$ cat src/hw/rtl/iirdf1_pkg.sv
// shared widths, register codes and configuration bundle for the direct form one iir filter
`default_nettype none

package iirdf1_pkg;

  // sample and coefficient formats
  localparam int SAMPLE_W   = 16;
  localparam int COEF_W     = 32;
  localparam int PROD_W     = SAMPLE_W + COEF_W;
  localparam int FRAC_SHIFT = 28;

  // order register and coefficient counts held in registers
  localparam int ORDER_W = 3;
  localparam int NUM_B   = 5;
  localparam int NUM_A   = 4;

  // default history depth
  localparam int MAX_TAPS_ORDER_DEF = 4;

  // apb port
  localparam int CFG_ADDR_W = 6;
  localparam int CFG_DATA_W = 64;
  localparam int REG_IDX_W  = 3;
  localparam int REG_LSB    = 3;

  // register indexes
  localparam logic [REG_IDX_W-1:0] REG_FILTER_ORDER = 3'd0;
  localparam logic [REG_IDX_W-1:0] REG_COEF_B0_B1   = 3'd1;
  localparam logic [REG_IDX_W-1:0] REG_COEF_B2_B3   = 3'd2;
  localparam logic [REG_IDX_W-1:0] REG_COEF_B4_A1   = 3'd3;
  localparam logic [REG_IDX_W-1:0] REG_COEF_A2_A3   = 3'd4;
  localparam logic [REG_IDX_W-1:0] REG_COEF_A4      = 3'd5;

  // configuration as seen by the datapath; a[j] holds coefficient a(j+1)
  typedef struct packed {
    logic [ORDER_W-1:0]            order;
    logic [NUM_B-1:0][COEF_W-1:0]  b;
    logic [NUM_A-1:0][COEF_W-1:0]  a;
    logic                          hist_clr;
  } cfg_t;

endpackage

`default_nettype wire

$ cat src/hw/rtl/iirdf1_cell.sv
// one history cell: holds x and y of one delay and registers its weighted tap term
`default_nettype none

module iirdf1_cell (
  input  wire logic                                      clk,
  input  wire logic                                      rst,
  input  wire logic                                      clr,
  input  wire logic                                      shift,
  input  wire logic signed [iirdf1_pkg::COEF_W-1:0]      coef_b,
  input  wire logic signed [iirdf1_pkg::COEF_W-1:0]      coef_a,
  input  wire logic signed [iirdf1_pkg::SAMPLE_W-1:0]    x_in,
  input  wire logic signed [iirdf1_pkg::SAMPLE_W-1:0]    y_in,
  output logic      signed [iirdf1_pkg::SAMPLE_W-1:0]    x_hist,
  output logic      signed [iirdf1_pkg::SAMPLE_W-1:0]    y_hist,
  output logic      signed [iirdf1_pkg::PROD_W:0]        term
);

  logic signed [iirdf1_pkg::SAMPLE_W-1:0] x_sel;
  logic signed [iirdf1_pkg::SAMPLE_W-1:0] y_sel;
  logic signed [iirdf1_pkg::PROD_W-1:0]   prod_b;
  logic signed [iirdf1_pkg::PROD_W-1:0]   prod_a;
  logic signed [iirdf1_pkg::PROD_W:0]     term_next;

  // the term is for the next sample, so look at what this cell will hold then
  assign x_sel = shift ? x_in : x_hist;
  assign y_sel = shift ? y_in : y_hist;

  assign prod_b    = coef_b * x_sel;
  assign prod_a    = coef_a * y_sel;
  assign term_next = (iirdf1_pkg::PROD_W+1)'(prod_b) - (iirdf1_pkg::PROD_W+1)'(prod_a);

  // history moves one place per finished sample
  always_ff @(posedge clk) begin
    if (rst || clr) begin
      x_hist <= '0;
      y_hist <= '0;
    end else if (shift) begin
      x_hist <= x_in;
      y_hist <= y_in;
    end
  end

  // tap term tracks the history one step ahead
  always_ff @(posedge clk) begin
    if (rst || clr) begin
      term <= '0;
    end else begin
      term <= term_next;
    end
  end

endmodule

`default_nettype wire

$ cat config.mk
export PLATFORM = sky130hd
export DESIGN_NAME = iirdf1_cell
export DESIGN_NICKNAME = d
export VERILOG_FILES = /design/src/hw/rtl/iirdf1_pkg.sv /design/src/hw/rtl/iirdf1_cell.sv
export SDC_FILE = /design/constraint.sdc
export NUM_CORES = 2
export LEC_CHECK = 0
export BUFFER_PORTS_ARGS = -buffer_cell sky130_fd_sc_hd__buf_2
export CORE_MARGIN = 3
export CORE_UTILIZATION = 52
export CTS_CLUSTER_SIZE = 25
export DETAILED_ROUTE_END_ITERATION = 12
export PLACE_DENSITY = 0.71
export SETUP_SLACK_MARGIN = 0.5
export SYNTH_ARGS = -nofsm -noshare
export SYNTH_HDL_FRONTEND = slang
export SYNTH_SLANG_ARGS = --single-unit
$ cat constraint.sdc
create_clock -name clk -period 17.7 [get_ports clk]
set_input_delay 5.31 -clock clk [delete_from_list [all_inputs] [get_ports clk]]
set_output_delay 5.31 -clock clk [all_outputs]
set_load 0.02 [all_outputs]
==> results_dict.tcl <==
set metrics [dict create \
    drive_gt1_share_pct 6.66 \
    synth.cell_area_um2 38300 \
    ys.flop_type "dfxtp_1" \
    drt_iter0_markers 1230 \
    synth-simple-area-share_pct 15.7 \
    worstPathArrival_ps 14850 \
    cts_tree "done" \
    cts.path.max_buffers 2 \
    drv_slew 0 \
    stdcell_area_um2 40300 \
    cts_buffers 9 \
    fp.coreArea_um2 72200 \
    dp_hpwl_mm 84.9 \
    cts_setup_buffers 0 \
    port_buffers 180 \
    utilization_pct 55.7 \
    antenna_found_initial 4 \
    grt_util_all_layers_pct 27.6 \
    final-setup-viol-count 0 \
    htreeDepth 3 \
    worstSkewPairLatency_ps 410 \
    cp-start-kind "input port" \
    synth_compound_area_share_pct 2.50 \
    dp.cells 5021 \
    placed_area_um2 39900 \
    final_common_cell "inv_1" \
    final_hold_viol_count 0 \
    synth_top_family_by_area "adder cells" \
    wl_mm 101 \
    syn_avg_cell_area_um2 9.45 \
    vias 26700 \
    cp-end-kind "register" \
    yosysWarnings 0 \
    period_share_pct 82.3 \
    gp_congestion 0.939 \
    clock-sinks 81 \
    final_nets 5460 \
    cts-root-buf "clkbuf_16" \
    seq_area_frac_synth_pct 4.23 \
    drc 0 \
    synthCells 4060 \
    maxSlewHeadroom_pct 37.3 \
    die_area_um2 77000 \
    critPathKind "in -> reg" \
    rows 98 \
    finClkSkew_ps 25.2 \
    cp.required_ps 17990 \
    area_growth_pct 4.97 \
    rsz0062_at_grt "no" \
    cts.clk_slew.worst_paths_ps 80 \
    tns_ps 0 \
    ys_seq_elements 81 \
    synth_fa_ha_area_share_pct 62.6 \
    fp.dieW_um 278 \
    synth_edf_count 0 \
    grt_pass1_vias 29900 \
    antenna_violating_nets_post_route 0 \
    io_pins 181 \
    initial_core_util_pct 53.1 \
    wl_per_cell_um 20.1 \
    ys_types 59 \
    chipHeight_um 278 \
    crit_path_max_incr_delay_ps 720 \
    viasPerCell 5.29 \
    path_max_fanout 33 \
    synth_xor_area_share_pct 1.48 \
    critPathSlowestCell "mux2_2" \
    grt_remaining_overflow 0 \
    layout_common_cells "inv_1, fa_1, nand2_1" \
    grt_first_pass_wirelength_mm 163 \
    regToRegSetupSlack_ps 8560 \
    tightest_slew_ps 923 \
    path_common_cell "fa_1" \
    max_cap_viol_count 0 \
    synth_mux_area_share_pct 0.940 \
    stdcell_count 5039 \
    fin_crit_ps 14560 \
    syn-num-nets 5438 \
    grt_max_degree 55 \
    hp-class "reg -> reg" \
    outcome "completed" \
    cts_resized 0 \
    ys_async_sr_fraction_pct 0 \
    max_freq_mhz 68.7 \
    cts_hold_buffers 0 \
    dr.pass1.iters 5 \
]
==> cell usage after synthesis, drive strengths merged, types with 10 or more instances <==
cell type | n | area, um^2
a31oi | 10 | 62.6
dfxtp | 81 | 1620
or2 | 13 | 81.3
nor2 | 119 | 447
nor2b | 218 | 1360
nand2b | 14 | 97.6
a21oi | 48 | 255
inv | 1083 | 4070
mux2 | 24 | 270
xnor2 | 39 | 342
a21o | 25 | 190
nand2 | 449 | 1690
o21ai | 26 | 134
ha | 209 | 2620
and2 | 343 | 2150
xor2 | 26 | 228
clkbuf | 179 | 692
fa | 1069 | 21400
==> final cells by class <==
type                            instances  area, um^2
Inverter                             1083        4070
Tap cell                              950        1190
Sequential cell                        81        1620
Antenna cell                            2        5.00
Multi-Input combinational cell       2712       32000
Fill cell                            6402       32000
Clock inverter                          6        73.8
Clock buffer                           10         239
Timing Repair Buffer                  195        1010
==> worst paths after layout <==
check                           startpoint  depth (start not counted)   endpoint
worst max register to register   y_hist[0]                         25   term[44]
worst max-delay path                 shift                         26   term[44]
worst min-delay path             x_hist[0]                          3  x_hist[0]
worst min register to register   x_hist[0]                          3  x_hist[0]
==> cell families (layout without fill, tap and decap cells) <==
| logic type | after synthesis | in the layout |
|---|---|---|
| compound gates | 145 | 145 |
| xor+xnor | 65 | 65 |
| fa+ha+maj | 1278 | 1278 |
| buf+inv | 1267 | 1294 |
| flops | 81 | 81 |
| mux | 33 | 33 |
| other cells | 0 | 2 |
| simple gates | 1191 | 1191 |
==> per-stage QoR <==
step                      hold WS [ps]  worst slack [ps]
after global routing               910              2700
final                              852              3140
after CTS                          874              3310
after floorplan                    751              4160
after global placement             834              3020
after detailed placement           852              2910
==> worst max-delay path: cells and delay by family <==
family	cells	cell delay (ps)
mux	1	720
fa+ha+maj	9	4110
compound gates	3	920
simple gates	5	1700
buf+inv	8	2020
==> flip-flops by register name (all words and copies together), names as in the netlist <==
signal / count
term: 49
x_hist: 16
y_hist: 16
==> routing by layer <==
metal / routed length [um] / global-route usage, %
met2: 55900 / 52.2
met1: 34300 / 29.8
met5: 12 / 0
met3: 3910 / 2.59
met4: 7350 / 16.6
Power is left out: the tool's default activity adds up to more than one toggle a clock period on the data nets, which glitch-free logic cannot reach.
