===== src/hw/rtl/iirdf1_pkg.sv =====
// shared widths, register codes and configuration bundle for the direct form one iir filter
`default_nettype none

package iirdf1_pkg;

  // sample and coefficient formats
  localparam int SAMPLE_W   = 16;
  localparam int COEF_W     = 32;
  localparam int PROD_W     = SAMPLE_W + COEF_W;
  localparam int FRAC_SHIFT = 28;

  // order register and coefficient counts held in registers
  localparam int ORDER_W = 3;
  localparam int NUM_B   = 5;
  localparam int NUM_A   = 4;

  // default history depth
  localparam int MAX_TAPS_ORDER_DEF = 4;

  // apb port
  localparam int CFG_ADDR_W = 6;
  localparam int CFG_DATA_W = 64;
  localparam int REG_IDX_W  = 3;
  localparam int REG_LSB    = 3;

  // register indexes
  localparam logic [REG_IDX_W-1:0] REG_FILTER_ORDER = 3'd0;
  localparam logic [REG_IDX_W-1:0] REG_COEF_B0_B1   = 3'd1;
  localparam logic [REG_IDX_W-1:0] REG_COEF_B2_B3   = 3'd2;
  localparam logic [REG_IDX_W-1:0] REG_COEF_B4_A1   = 3'd3;
  localparam logic [REG_IDX_W-1:0] REG_COEF_A2_A3   = 3'd4;
  localparam logic [REG_IDX_W-1:0] REG_COEF_A4      = 3'd5;

  // configuration as seen by the datapath; a[j] holds coefficient a(j+1)
  typedef struct packed {
    logic [ORDER_W-1:0]            order;
    logic [NUM_B-1:0][COEF_W-1:0]  b;
    logic [NUM_A-1:0][COEF_W-1:0]  a;
    logic                          hist_clr;
  } cfg_t;

endpackage

`default_nettype wire


===== src/hw/rtl/iirdf1_regs.sv =====
// apb register file holding filter order and coefficients
`default_nettype none

module iirdf1_regs (
  input  wire logic                               clk,
  input  wire logic                               rst,
  input  wire logic                               psel,
  input  wire logic                               penable,
  input  wire logic                               pwrite,
  input  wire logic [iirdf1_pkg::CFG_ADDR_W-1:0]  paddr,
  input  wire logic [iirdf1_pkg::CFG_DATA_W-1:0]  pwdata,
  output logic      [iirdf1_pkg::CFG_DATA_W-1:0]  prdata,
  output logic                                    pready,
  output iirdf1_pkg::cfg_t                        cfg
);

  logic [iirdf1_pkg::ORDER_W-1:0]    filter_order;
  logic [iirdf1_pkg::CFG_DATA_W-1:0] coef_b0_b1;
  logic [iirdf1_pkg::CFG_DATA_W-1:0] coef_b2_b3;
  logic [iirdf1_pkg::CFG_DATA_W-1:0] coef_b4_a1;
  logic [iirdf1_pkg::CFG_DATA_W-1:0] coef_a2_a3;
  logic [iirdf1_pkg::COEF_W-1:0]     coef_a4;

  logic [iirdf1_pkg::REG_IDX_W-1:0] idx;
  logic                             wr;
  logic                             idx_known;

  assign pready = 1'b1;
  assign idx    = paddr[iirdf1_pkg::CFG_ADDR_W-1:iirdf1_pkg::REG_LSB];
  assign wr     = psel && penable && pwrite;

  // listed registers
  always_comb begin
    unique case (idx)
      iirdf1_pkg::REG_FILTER_ORDER,
      iirdf1_pkg::REG_COEF_B0_B1,
      iirdf1_pkg::REG_COEF_B2_B3,
      iirdf1_pkg::REG_COEF_B4_A1,
      iirdf1_pkg::REG_COEF_A2_A3,
      iirdf1_pkg::REG_COEF_A4:  idx_known = 1'b1;
      default:                  idx_known = 1'b0;
    endcase
  end

  // register writes
  always_ff @(posedge clk) begin
    if (rst) begin
      filter_order <= '0;
      coef_b0_b1   <= '0;
      coef_b2_b3   <= '0;
      coef_b4_a1   <= '0;
      coef_a2_a3   <= '0;
      coef_a4      <= '0;
    end else if (wr) begin
      unique case (idx)
        iirdf1_pkg::REG_FILTER_ORDER: filter_order <= pwdata[iirdf1_pkg::ORDER_W-1:0];
        iirdf1_pkg::REG_COEF_B0_B1:   coef_b0_b1   <= pwdata;
        iirdf1_pkg::REG_COEF_B2_B3:   coef_b2_b3   <= pwdata;
        iirdf1_pkg::REG_COEF_B4_A1:   coef_b4_a1   <= pwdata;
        iirdf1_pkg::REG_COEF_A2_A3:   coef_a2_a3   <= pwdata;
        iirdf1_pkg::REG_COEF_A4:      coef_a4      <= pwdata[iirdf1_pkg::COEF_W-1:0];
        default: ;
      endcase
    end
  end

  // read mux
  always_comb begin
    unique case (idx)
      iirdf1_pkg::REG_FILTER_ORDER: prdata = iirdf1_pkg::CFG_DATA_W'(filter_order);
      iirdf1_pkg::REG_COEF_B0_B1:   prdata = coef_b0_b1;
      iirdf1_pkg::REG_COEF_B2_B3:   prdata = coef_b2_b3;
      iirdf1_pkg::REG_COEF_B4_A1:   prdata = coef_b4_a1;
      iirdf1_pkg::REG_COEF_A2_A3:   prdata = coef_a2_a3;
      iirdf1_pkg::REG_COEF_A4:      prdata = iirdf1_pkg::CFG_DATA_W'(coef_a4);
      default:                      prdata = '0;
    endcase
  end

  // unpack coefficients, lower-named one in the low half
  assign cfg.order    = filter_order;
  assign cfg.b[0]     = coef_b0_b1[31:0];
  assign cfg.b[1]     = coef_b0_b1[63:32];
  assign cfg.b[2]     = coef_b2_b3[31:0];
  assign cfg.b[3]     = coef_b2_b3[63:32];
  assign cfg.b[4]     = coef_b4_a1[31:0];
  assign cfg.a[0]     = coef_b4_a1[63:32];
  assign cfg.a[1]     = coef_a2_a3[31:0];
  assign cfg.a[2]     = coef_a2_a3[63:32];
  assign cfg.a[3]     = coef_a4;
  // any write to a listed register wipes both histories at the same edge
  assign cfg.hist_clr = wr && idx_known;

endmodule

`default_nettype wire


===== config.mk =====
export PLATFORM = sky130hd
export DESIGN_NAME = iirdf1_regs
export DESIGN_NICKNAME = d
export VERILOG_FILES = /design/src/hw/rtl/iirdf1_pkg.sv /design/src/hw/rtl/iirdf1_regs.sv
export SDC_FILE = /design/constraint.sdc
export NUM_CORES = 1
export LEC_CHECK = 0
export ABC_CLOCK_PERIOD_IN_PS = 2250
export BUFFER_PORTS_ARGS = -buffer_cell sky130_fd_sc_hd__buf_2
export CORE_MARGIN = 2
export CORE_UTILIZATION = 40
export CTS_CLUSTER_SIZE = 8
export DETAILED_ROUTE_END_ITERATION = 16
export PLACE_DENSITY = 0.66
export SLEW_MARGIN = 20
export SYNTH_ARGS = -nofsm -noshare
export SYNTH_HDL_FRONTEND = slang
export SYNTH_SLANG_ARGS = --single-unit

===== constraint.sdc =====
create_clock -name clk -period 2.25 [get_ports clk]
set_input_delay 0.3375 -clock clk [delete_from_list [all_inputs] [get_ports clk]]
set_output_delay 0.3375 -clock clk [all_outputs]
set_load 0.01 [all_outputs]

==> flow_metrics.py, run 1 <==
metrics = {
    "final_layout": {
        "drive_gt1_share_pct": 35.2,
        "area_growth_pct": 29.3,
        "num-nets-final": 1832,
        "final_area_sq_mm": 0.0178,
        "final_util_pct": 52.8,
    },
    "logic_synthesis": {
        "syn_area_sq_mm": 0.0138,
        "synthFlopType": "dfxtp_1",
        "postSynthCellCount": 1355,
        "synthAdderAreaFrac_pct": 0,
        "synth_top_family_by_area": "multiplexers",
        "synth_nets": 1430,
        "synth_common_cells": "nand2b_1 (355), mux2i_1 (292), dfxtp_1 (291), mux2_2 (95), clkbuf_1 (62)",
        "synth-compound-area-share_pct": 6.06,
        "synth-xor-area-share_pct": 0,
        "synth_cell_type_count": 28,
        "yosys.area_share.simple_pct": 18.6,
        "synth-seq-cells": 291,
        "async_flop_share_pct": 0,
        "synth_most_common_cell": "nand2b_1",
        "yosysSeqAreaShare_pct": 42.3,
        "synth-edff-count": 0,
        "yosys_warnings": 0,
        "synth_largest_type_area_fraction_pct": 42.3,
        "synth_area_leaders": "dfxtp_1 (42%), mux2i_1 (21%), nand2b_1 (16%), mux2_2 (7.8%), a22oi_1 (2.6%)",
        "synth_top_cell_by_area": "dfxtp_1",
        "synth.avg_cell_area_sq_um": 10.2,
        "muxShareOfSynthArea_pct": 29.2,
    },
    "pwr": {
        "peakVddDrop_mv": 0.375,
        "p_comb_share_pct": 7.1,
        "pwr-share-seq_pct": 44.3,
        "p_leak_nw": 9.14,
        "pwr-share-clk_pct": 48.6,
        "power.share.switching_pct": 22.5,
        "intPower_mw": 9.16,
        "p_per_area_mw_per_mm2": 665,
        "p_switching_mw": 2.66,
    },
    "timing": {
        "slew_violations": 0,
        "setup_viol": 0,
        "rsz0062_at_grt": "no",
        "tns_ns": 0,
        "period_share_pct": 91.4,
        "fin_crit_ns": 2.06,
        "fin_skew_ns": 0,
        "fmax_mhz": 486,
        "hold_viol": 0,
    },
    "global_routing": {
        "grt_util_all_layers_pct": 24.1,
        "grt_pass1_vias": 11600,
        "grt_pass1_wl_microns": 68100,
        "grt_max_degree": 72,
        "overflow": 0,
        "grt_antenna_before_repair": 2,
    },
    "placed_design": {
        "dpl_cell_area_sq_mm": 0.0166,
        "dpl.hpwl_microns": 30100,
        "numPortBuffers": 427,
        "gp_congestion": 0.863,
    },
    "clock_network": {
        "clkSinkCount": 291,
        "clk_pin_slew_ns": 0.05,
        "cts_tree": "built",
        "clockBufferDepth": 3,
        "cts_inserted_buffers": 42,
        "cts_resized": 0,
        "post_cts_buffers": 0,
        "ctsHoldBuffers": 0,
        "cts_max_level": 2,
        "root_buffer": "clkbuf_16",
        "clk_latency_ns": 0.51,
    },
    "worst_setup_path": {
        "path_class": "primary input to output pin",
        "worstPathCellList": "buf_4 -> buf_12 -> mux2_2 -> a22oi_1 -> o21ai_0 -> buf_2",
        "cp_slowest_cell": "mux2_2",
        "slowest_delay_ns": 0.35,
        "critical_path_required_ns": 1.91,
        "worstPathArrival_ns": 1.72,
        "start_kind": "primary input",
        "cp-end-kind": "output pin",
        "critPathMaxFanout": 21,
    },
    "detailed_routing": {
        "drc": 0,
        "routedWlPerCell_microns": 20.4,
        "first_pass_iters": 4,
        "finalWirelength_microns": 45100,
        "viasPerCell": 5.22,
        "vias": 11500,
        "ant_nets": 0,
        "first_iter_violations": 538,
    },
    "flow_run": {
        "maxCapViolations": 0,
    },
    "floorplan": {
        "rows": 67,
        "core_area_sq_mm": 0.0337,
        "ioPinCount": 432,
        "dieArea_sq_mm": 0.0359,
        "dieHeight_microns": 189,
        "die_x_microns": 189,
        "start_util_pct": 40.8,
    },
    "worst_hold_path": {
        "hold_class": "primary input to flip-flop",
    },
    "outcome": {
        "status": "complete, no violations",
    },
}
[per-layer routing]
layer | global-route usage, % | vias up | share of wire (%)
met5 | 0 | - | 0
met4 | 7.63 | 0 | 2.3
met3 | 7.14 | 74 | 8.3
met2 | 42.3 | 448 | 49
met1 | 28.2 | 5568 | 41
li1 | - | 5454 | -
[final timing paths]
path | slack, ns | startpoint | end | cells past startpoint
worst min-delay path | 0.16 | pwdata[36] | coef_b4_a1[36] | 3
worst max register to register | 1.54 | coef_b0_b1[51] | coef_b0_b1[51] | 2
worst max-delay path | 0.19 | paddr[4] | prdata[41] | 6
worst min register to register | 0.48 | coef_b2_b3[24] | coef_b2_b3[24] | 2
[critical path: cells and delay by family]
kind	cells	cell delay, ns
mux	1	0.35
buf+inv	3	0.72
compound gates	2	0.29
[registers in the layout, indices dropped and copies added (netlist names)]
register / cells
coef_b4_a1: 64
coef_b0_b1: 64
coef_a2_a3: 64
coef_a4: 32
coef_b2_b3: 64
filter_order: 3
[power groups by stage]
stage               clock (mW)  combinational (mW)  sequential (mW)
finish                    5.74               0.841             5.24
floorplan                    0               0.466             5.35
global placement             0               0.834             5.33
global route              6.07               0.894             5.23
detailed placement           0               0.842             5.34
CTS                       5.85               0.846             5.23
[metrics by stage]
stage | power (mW) | hold slack, ns | setup slack (ns) | cells
floorplan | 5.81 | 0.501 | 0.478 | 1355
global placement | 6.17 | 0.469 | 0.194 | 2161
detailed placement | 6.18 | 0.480 | 0.188 | 2161
CTS | 11.9 | 0.141 | 0.183 | 2208
global route | 12.2 | 0.160 | 0.129 | 2208
finish | 11.8 | 0.163 | 0.193 | 2210
[kinds of logic after synthesis]
kind of cell,after synthesis
AO/OA/AOI/OAI,129
flip-flops,291
other,1
buffers and inverters,114
multiplexers,388
AND/OR/NAND/NOR,432
[layout make-up]
class | instances | area (sq um)
Inverter | 1 | 3.75
Clock buffer | 46 | 1130
Antenna cell | 2 | 5.00
Timing Repair Buffer | 471 | 2770
Sequential cell | 291 | 5830
Multi-Input combinational cell | 950 | 7470
Clock inverter | 1 | 30.0
Tap cell | 448 | 561
Fill cell | 3091 | 15900
[placed cells by master (no fill, tap or decap), drive strengths merged]
cell	count
nor2	1
mux2	95
dfxtp	291
mux4	1
nand3b	1
nand3	17
clkbuf	46
nor3b	1
a22oi	47
diode	2
o21ai	46
bufinv	1
buf	471
nor2b	3
and2	1
a22o	1
a21boi	1
mux2i	292
a221oi	17
a21oi	17
clkinv	1
and3	2
conb	1
and4b	1
nand2	50
nand2b	355
No activity file was read; power rests on OpenSTA's default activity.
==> run 2, diff against run 1 <==
Settings changed: ABC_AREA set to 1, CORE_MARGIN 2 to unset.
==> flow_metrics.py, run 2 <==
metrics = {
    "final_layout": {
        "layout_common_cells": "nand2_1 (651), nor2_1 (649), buf_2 (427)",
        "fillers": 3558,
        "num-nets-final": 2699,
        "register_area_sq_mm": 0.00583,
        "multi_input_area_sq_mm": 0.00692,
        "final_common_cell": "nand2_1",
        "drive_gt1_share_pct": 20.6,
        "area_growth_pct": 26.7,
        "final_util_pct": 51.6,
    },
    "logic_synthesis": {
        "synthFlopType": "dfxtp_1",
        "synth_common_cells": "nor2_1 (652), nand2_1 (651), dfxtp_1 (291), nand3_1 (263), inv_1 (134)",
        "synth_cell_type_count": 20,
        "synth-edff-count": 0,
        "synth.avg_cell_area_sq_um": 6.21,
        "synth_top_family_by_area": "simple AND/OR/NAND/NOR gates",
        "postSynthCellCount": 2267,
        "syn_area_sq_mm": 0.0141,
        "synth_top_cell_by_area": "dfxtp_1",
        "synth_area_leaders": "dfxtp_1 (41%), nor2_1 (17%), nand2_1 (17%), nand3_1 (9.4%), inv_1 (3.6%)",
        "synth_largest_type_area_fraction_pct": 41.4,
        "yosys_warnings": 0,
        "synthAdderAreaFrac_pct": 0,
        "synth-xor-area-share_pct": 0,
        "synth_most_common_cell": "nor2_1",
        "synth_nets": 2342,
        "synth-compound-area-share_pct": 1.17,
        "synth-seq-cells": 291,
        "yosysSeqAreaShare_pct": 41.4,
        "async_flop_share_pct": 0,
        "muxShareOfSynthArea_pct": 0,
        "yosys.area_share.simple_pct": 47.7,
    },
    "flow_run": {
        "maxCapViolations": 0,
    },
    "timing": {
        "period_share_pct": 85.2,
        "rsz0062_at_grt": "no",
        "slew_violations": 0,
        "tightestPinTransition_ns": 0.599,
        "hold_viol": 0,
        "setup_viol": 0,
        "fin_crit_ns": 1.92,
        "fin_skew_ns": 0,
        "slew_headroom_pct": 60.1,
        "fin_ws_ns": 0.333,
        "fmax_mhz": 522,
        "tns_ns": 0,
    },
    "worst_setup_path": {
        "r2r_end": "coef_a4[18]",
        "cp_slowest_cell": "buf_12",
        "worstPathCellList": "buf_2 -> buf_12 -> nor2_4 -> buf_12 -> nand2_1 -> nand2_1 -> inv_1 -> nand2_1 -> buf_2",
        "start_kind": "primary input",
        "reg2reg_from": "coef_a4[18]",
        "cp-end-kind": "output pin",
        "critical_path_required_ns": 1.91,
        "critPathMaxFanout": 50,
        "startpoint": "paddr[3]",
        "r2r_cells": 2,
        "cpMostUsedCell": "nand2_1",
        "crit_end": "prdata[43]",
        "worstPathArrival_ns": 1.58,
        "regToRegSetupSlack_ns": 1.58,
        "slowest_delay_ns": 0.29,
        "path_class": "primary input to output pin",
    },
    "floorplan": {
        "core_area_sq_mm": 0.0345,
        "start_util_pct": 40.7,
        "ioPinCount": 432,
        "rows": 68,
        "dieHeight_microns": 190,
        "dieArea_sq_mm": 0.0359,
        "die_x_microns": 190,
    },
    "clock_network": {
        "cts_inserted_buffers": 42,
        "clk_pin_slew_ns": 0.05,
        "clkSinkCount": 291,
        "root_buffer": "clkbuf_16",
        "clk_latency_ns": 0.51,
        "cts_max_level": 2,
        "clockBufferDepth": 3,
        "cts_tree": "built",
        "cts_resized": 0,
        "post_cts_buffers": 0,
        "ctsHoldBuffers": 0,
    },
    "detailed_routing": {
        "viasPerCell": 5.01,
        "first_pass_iters": 5,
        "ant_nets": 0,
        "finalWirelength_microns": 49900,
        "routedWlPerCell_microns": 16.2,
        "first_iter_violations": 991,
        "vias": 15500,
        "drc": 0,
    },
    "global_routing": {
        "grt_util_all_layers_pct": 27.0,
        "grt_pass1_wl_microns": 77400,
        "grt_max_degree": 92,
        "overflow": 0,
        "grt_antenna_before_repair": 4,
        "grt_pass1_vias": 14000,
    },
    "worst_hold_path": {
        "hold_class": "primary input to flip-flop",
        "min_from": "pwdata[61]",
    },
    "placed_design": {
        "dpl.hpwl_microns": 32700,
        "numPortBuffers": 427,
        "place_ws_ns": 0.233,
        "gp_congestion": 0.889,
    },
    "pwr": {
        "peakVddDrop_mv": 0.414,
        "p_leak_nw": 9.20,
        "p_total_mw": 12.1,
        "p_per_area_mw_per_mm2": 677,
    },
    "outcome": {
        "status": "complete, no violations",
    },
}
[run 2: changes by cell type after synthesis, moves of 95 or more]
cell / previous run / this run
nand2b_1: 355 / 0
nand2_1: 50 / 651
nor2_1: 1 / 652
inv_1: 0 / 134
mux2_2: 95 / 0
mux2i_1: 292 / 0
nand3_1: 17 / 263
[run 2: per-layer routing]
layer,wire (microns),vias up,track usage [%]
met3,4710,112,6.95
met2,23200,673,45.1
li1,-,7691,-
met5,36,-,0
met1,20200,6977,33.4
met4,1740,6,10.2
[run 2: through the flow]
| step | area [sq um] | hold slack [ns] | instances |
|---|---|---|---|
| floorplan | 14100 | 0.519 | 2267 |
| global placement | 16700 | 0.484 | 3035 |
| detailed placement | 16700 | 0.490 | 3035 |
| CTS | 17800 | 0.157 | 3082 |
| global route | 17800 | 0.189 | 3082 |
| finish | 17800 | 0.165 | 3083 |
[run 2: kinds of logic (layout without fill, tap and decap cells)]
family / after synthesis / count (layout)
flops: 291 / 291
other cells: 1 / 2
compound gates: 33 / 33
buf+inv: 302 / 662
simple gates: 1640 / 1640
[run 2: worst min-delay path by stage]
| stage | to | slack [ns] | depth (start not counted) |
|---|---|---|---|
| after floorplan | coef_a2_a3[63] | 0.52 | 2 |
| after global placement | coef_b2_b3[41] | 0.48 | 2 |
| after detailed placement | coef_b0_b1[63] | 0.49 | 2 |
| after CTS | coef_b4_a1[40] | 0.16 | 5 |
| after global routing | coef_b4_a1[62] | 0.19 | 5 |
| final | coef_b4_a1[61] | 0.16 | 5 |
[run 2: worst max-delay path: cells and delay by family]
family	cells	cell delay, ns
buf+inv	5	0.81
simple gates	4	0.41
[run 2: layout make-up]
class | count | area share (%)
Antenna cell | 1 | 0.0140
Clock buffer | 46 | 6.34
Clock inverter | 1 | 0.168
Inverter | 137 | 2.95
Multi-Input combinational cell | 1674 | 38.8
Sequential cell | 291 | 32.7
Tap cell | 455 | 3.19
Timing Repair Buffer | 478 | 15.8
[run 2: report_power, final]
part           switching (mW)  total [mW]  leakage, nW  internal, mW
Sequential             0.0581        5.29         2.35          5.23
Combinational           0.701        1.02         6.28         0.322
Clock                    2.17        5.76        0.570          3.59
Total                    2.93        12.1         9.20          9.15
==> run 3, diff against run 2 <==
Settings changed: BUFFER_PORTS_ARGS -buffer_cell sky130_fd_sc_hd__buf_2 to -buffer_cell sky130_fd_sc_hd__buf_4.
==> flow_metrics.py, run 3 (synthesized netlist as in run 2, its figures left out) <==
metrics = {
    "clock_network": {
        "cts_resized": 0,
        "cts_tree": "built",
        "cts_max_level": 2,
        "clk_latency_ns": 0.53,
        "ctsHoldBuffers": 0,
        "clk_pin_slew_ns": 0.05,
        "post_cts_buffers": 0,
        "cts_inserted_buffers": 42,
        "clkSinkCount": 291,
        "clockBufferDepth": 3,
        "root_buffer": "clkbuf_16",
    },
    "timing": {
        "fmax_mhz": 500,
        "tightestPinTransition_ns": 0.592,
        "fin_crit_ns": 2.00,
        "setup_viol": 0,
        "rsz0062_at_grt": "no",
        "period_share_pct": 88.9,
        "hold_viol": 0,
        "slew_violations": 0,
        "tns_ns": 0,
        "slew_headroom_pct": 60.6,
        "fin_skew_ns": 0,
    },
    "final_layout": {
        "layoutNonFillerInstCount": 3095,
        "num-nets-final": 2709,
        "drive_gt1_share_pct": 21.0,
        "final_common_cell": "nand2_1",
        "area_growth_pct": 34.6,
        "multi_input_area_sq_mm": 0.00692,
        "layout_common_cells": "nand2_1 (651), nor2_1 (649), buf_4 (462)",
        "fillers": 3397,
        "register_area_sq_mm": 0.00583,
    },
    "detailed_routing": {
        "first_iter_violations": 1067,
        "ant_nets": 0,
        "vias": 15600,
        "routedWlPerCell_microns": 16.5,
        "finalWirelength_microns": 51200,
        "viasPerCell": 5.03,
        "first_pass_iters": 7,
        "drc": 0,
    },
    "global_routing": {
        "grt_util_all_layers_pct": 27.7,
        "grt_pass1_vias": 14200,
        "overflow": 0,
        "grt_max_degree": 88,
        "grt_antenna_before_repair": 4,
        "grt_pass1_wl_microns": 79100,
    },
    "worst_setup_path": {
        "start_kind": "primary input",
        "cpMostUsedCell": "buf_4",
        "regToRegSetupSlack_ns": 1.55,
        "worstPathArrival_ns": 1.66,
        "slowest_delay_ns": 0.26,
        "critical_path_required_ns": 1.91,
        "critical_path_buf_inv_count": 5,
        "cp-end-kind": "output pin",
        "cp_slowest_cell": "buf_4",
        "path_class": "primary input to output pin",
        "crit_family": "buffers and inverters",
        "worstPathCellList": "buf_4 -> inv_2 -> buf_4 -> nand3_2 -> buf_4 -> nor2_1 -> a21oi_1 -> nand2_1 -> buf_4",
        "critPathMaxFanout": 19,
    },
    "floorplan": {
        "core_area_sq_mm": 0.0345,
        "dieHeight_microns": 190,
        "die_x_microns": 190,
        "ioPinCount": 432,
        "rows": 68,
        "start_util_pct": 40.7,
        "dieArea_sq_mm": 0.0359,
    },
    "pwr": {
        "p_total_mw": 11.9,
        "peakVddDrop_mv": 0.452,
        "p_per_area_mw_per_mm2": 630,
        "p_leak_nw": 9.24,
    },
    "outcome": {
        "status": "complete, no violations",
    },
    "worst_hold_path": {
        "hold_class": "primary input to flip-flop",
    },
    "placed_design": {
        "numPortBuffers": 427,
        "dp.cells": 3045,
        "gp_congestion": 0.897,
        "dpl.hpwl_microns": 34000,
    },
    "flow_run": {
        "maxCapViolations": 0,
    },
}
run 3: stage by stage:
| step | area (sq um) | hold slack, ns | utilization, % | setup slack [ns] |
|---|---|---|---|---|
| floorplan | 14100 | 0.519 | - | 0.618 |
| detailed placement | 17800 | 0.492 | 51.6 | 0.255 |
| global placement | 17800 | 0.487 | 51.6 | 0.268 |
| global route | 18900 | 0.155 | 54.8 | 0.131 |
| finish | 18900 | 0.152 | 54.8 | 0.249 |
| CTS | 18900 | 0.133 | 54.8 | 0.249 |
run 3: power breakdown:
| part | switching [mW] | leakage [nW] | internal [mW] | total (mW) |
|---|---|---|---|---|
| Clock | 2.22 | 0.545 | 3.32 | 5.54 |
| Sequential | 0.0625 | 2.35 | 5.23 | 5.29 |
| Combinational | 0.706 | 6.35 | 0.406 | 1.11 |
run 3: final cells by class:
cell class                 count  share of cell area (%)
clock inverter                 4                   0.205
sequential                   291                    30.7
clock buffer                  43                    5.62
antenna                        3                  0.0396
timing repair buffer         488                    21.1
tap                          455                    3.00
multi-input combinational   1674                    36.5
inverter                     137                    2.78
run 3: path summary, 6_finish.rpt:
kind / startpoint / cells past startpoint / endpoint
setup / recovery: paddr[5] / 9 / prdata[46]
hold / removal: pwdata[63] / 5 / coef_b4_a1[63]
setup reg to reg: coef_b2_b3[46] / 2 / coef_b2_b3[46]
hold reg to reg: coef_a2_a3[58] / 2 / coef_a2_a3[58]
run 3: routing by layer:
layer	share of wire, %	global-route usage, %
met5	0.031	0
met2	47	46.1
met4	3.3	10.8
met3	9.3	7.18
met1	41	34.1
run 3: worst min-delay path, stage by stage:
cell and delay (ns):
buf_4 0.08, inv_1 0.06, nand2_1 0.07, nand2_1 0.04, nor2_1 0.07
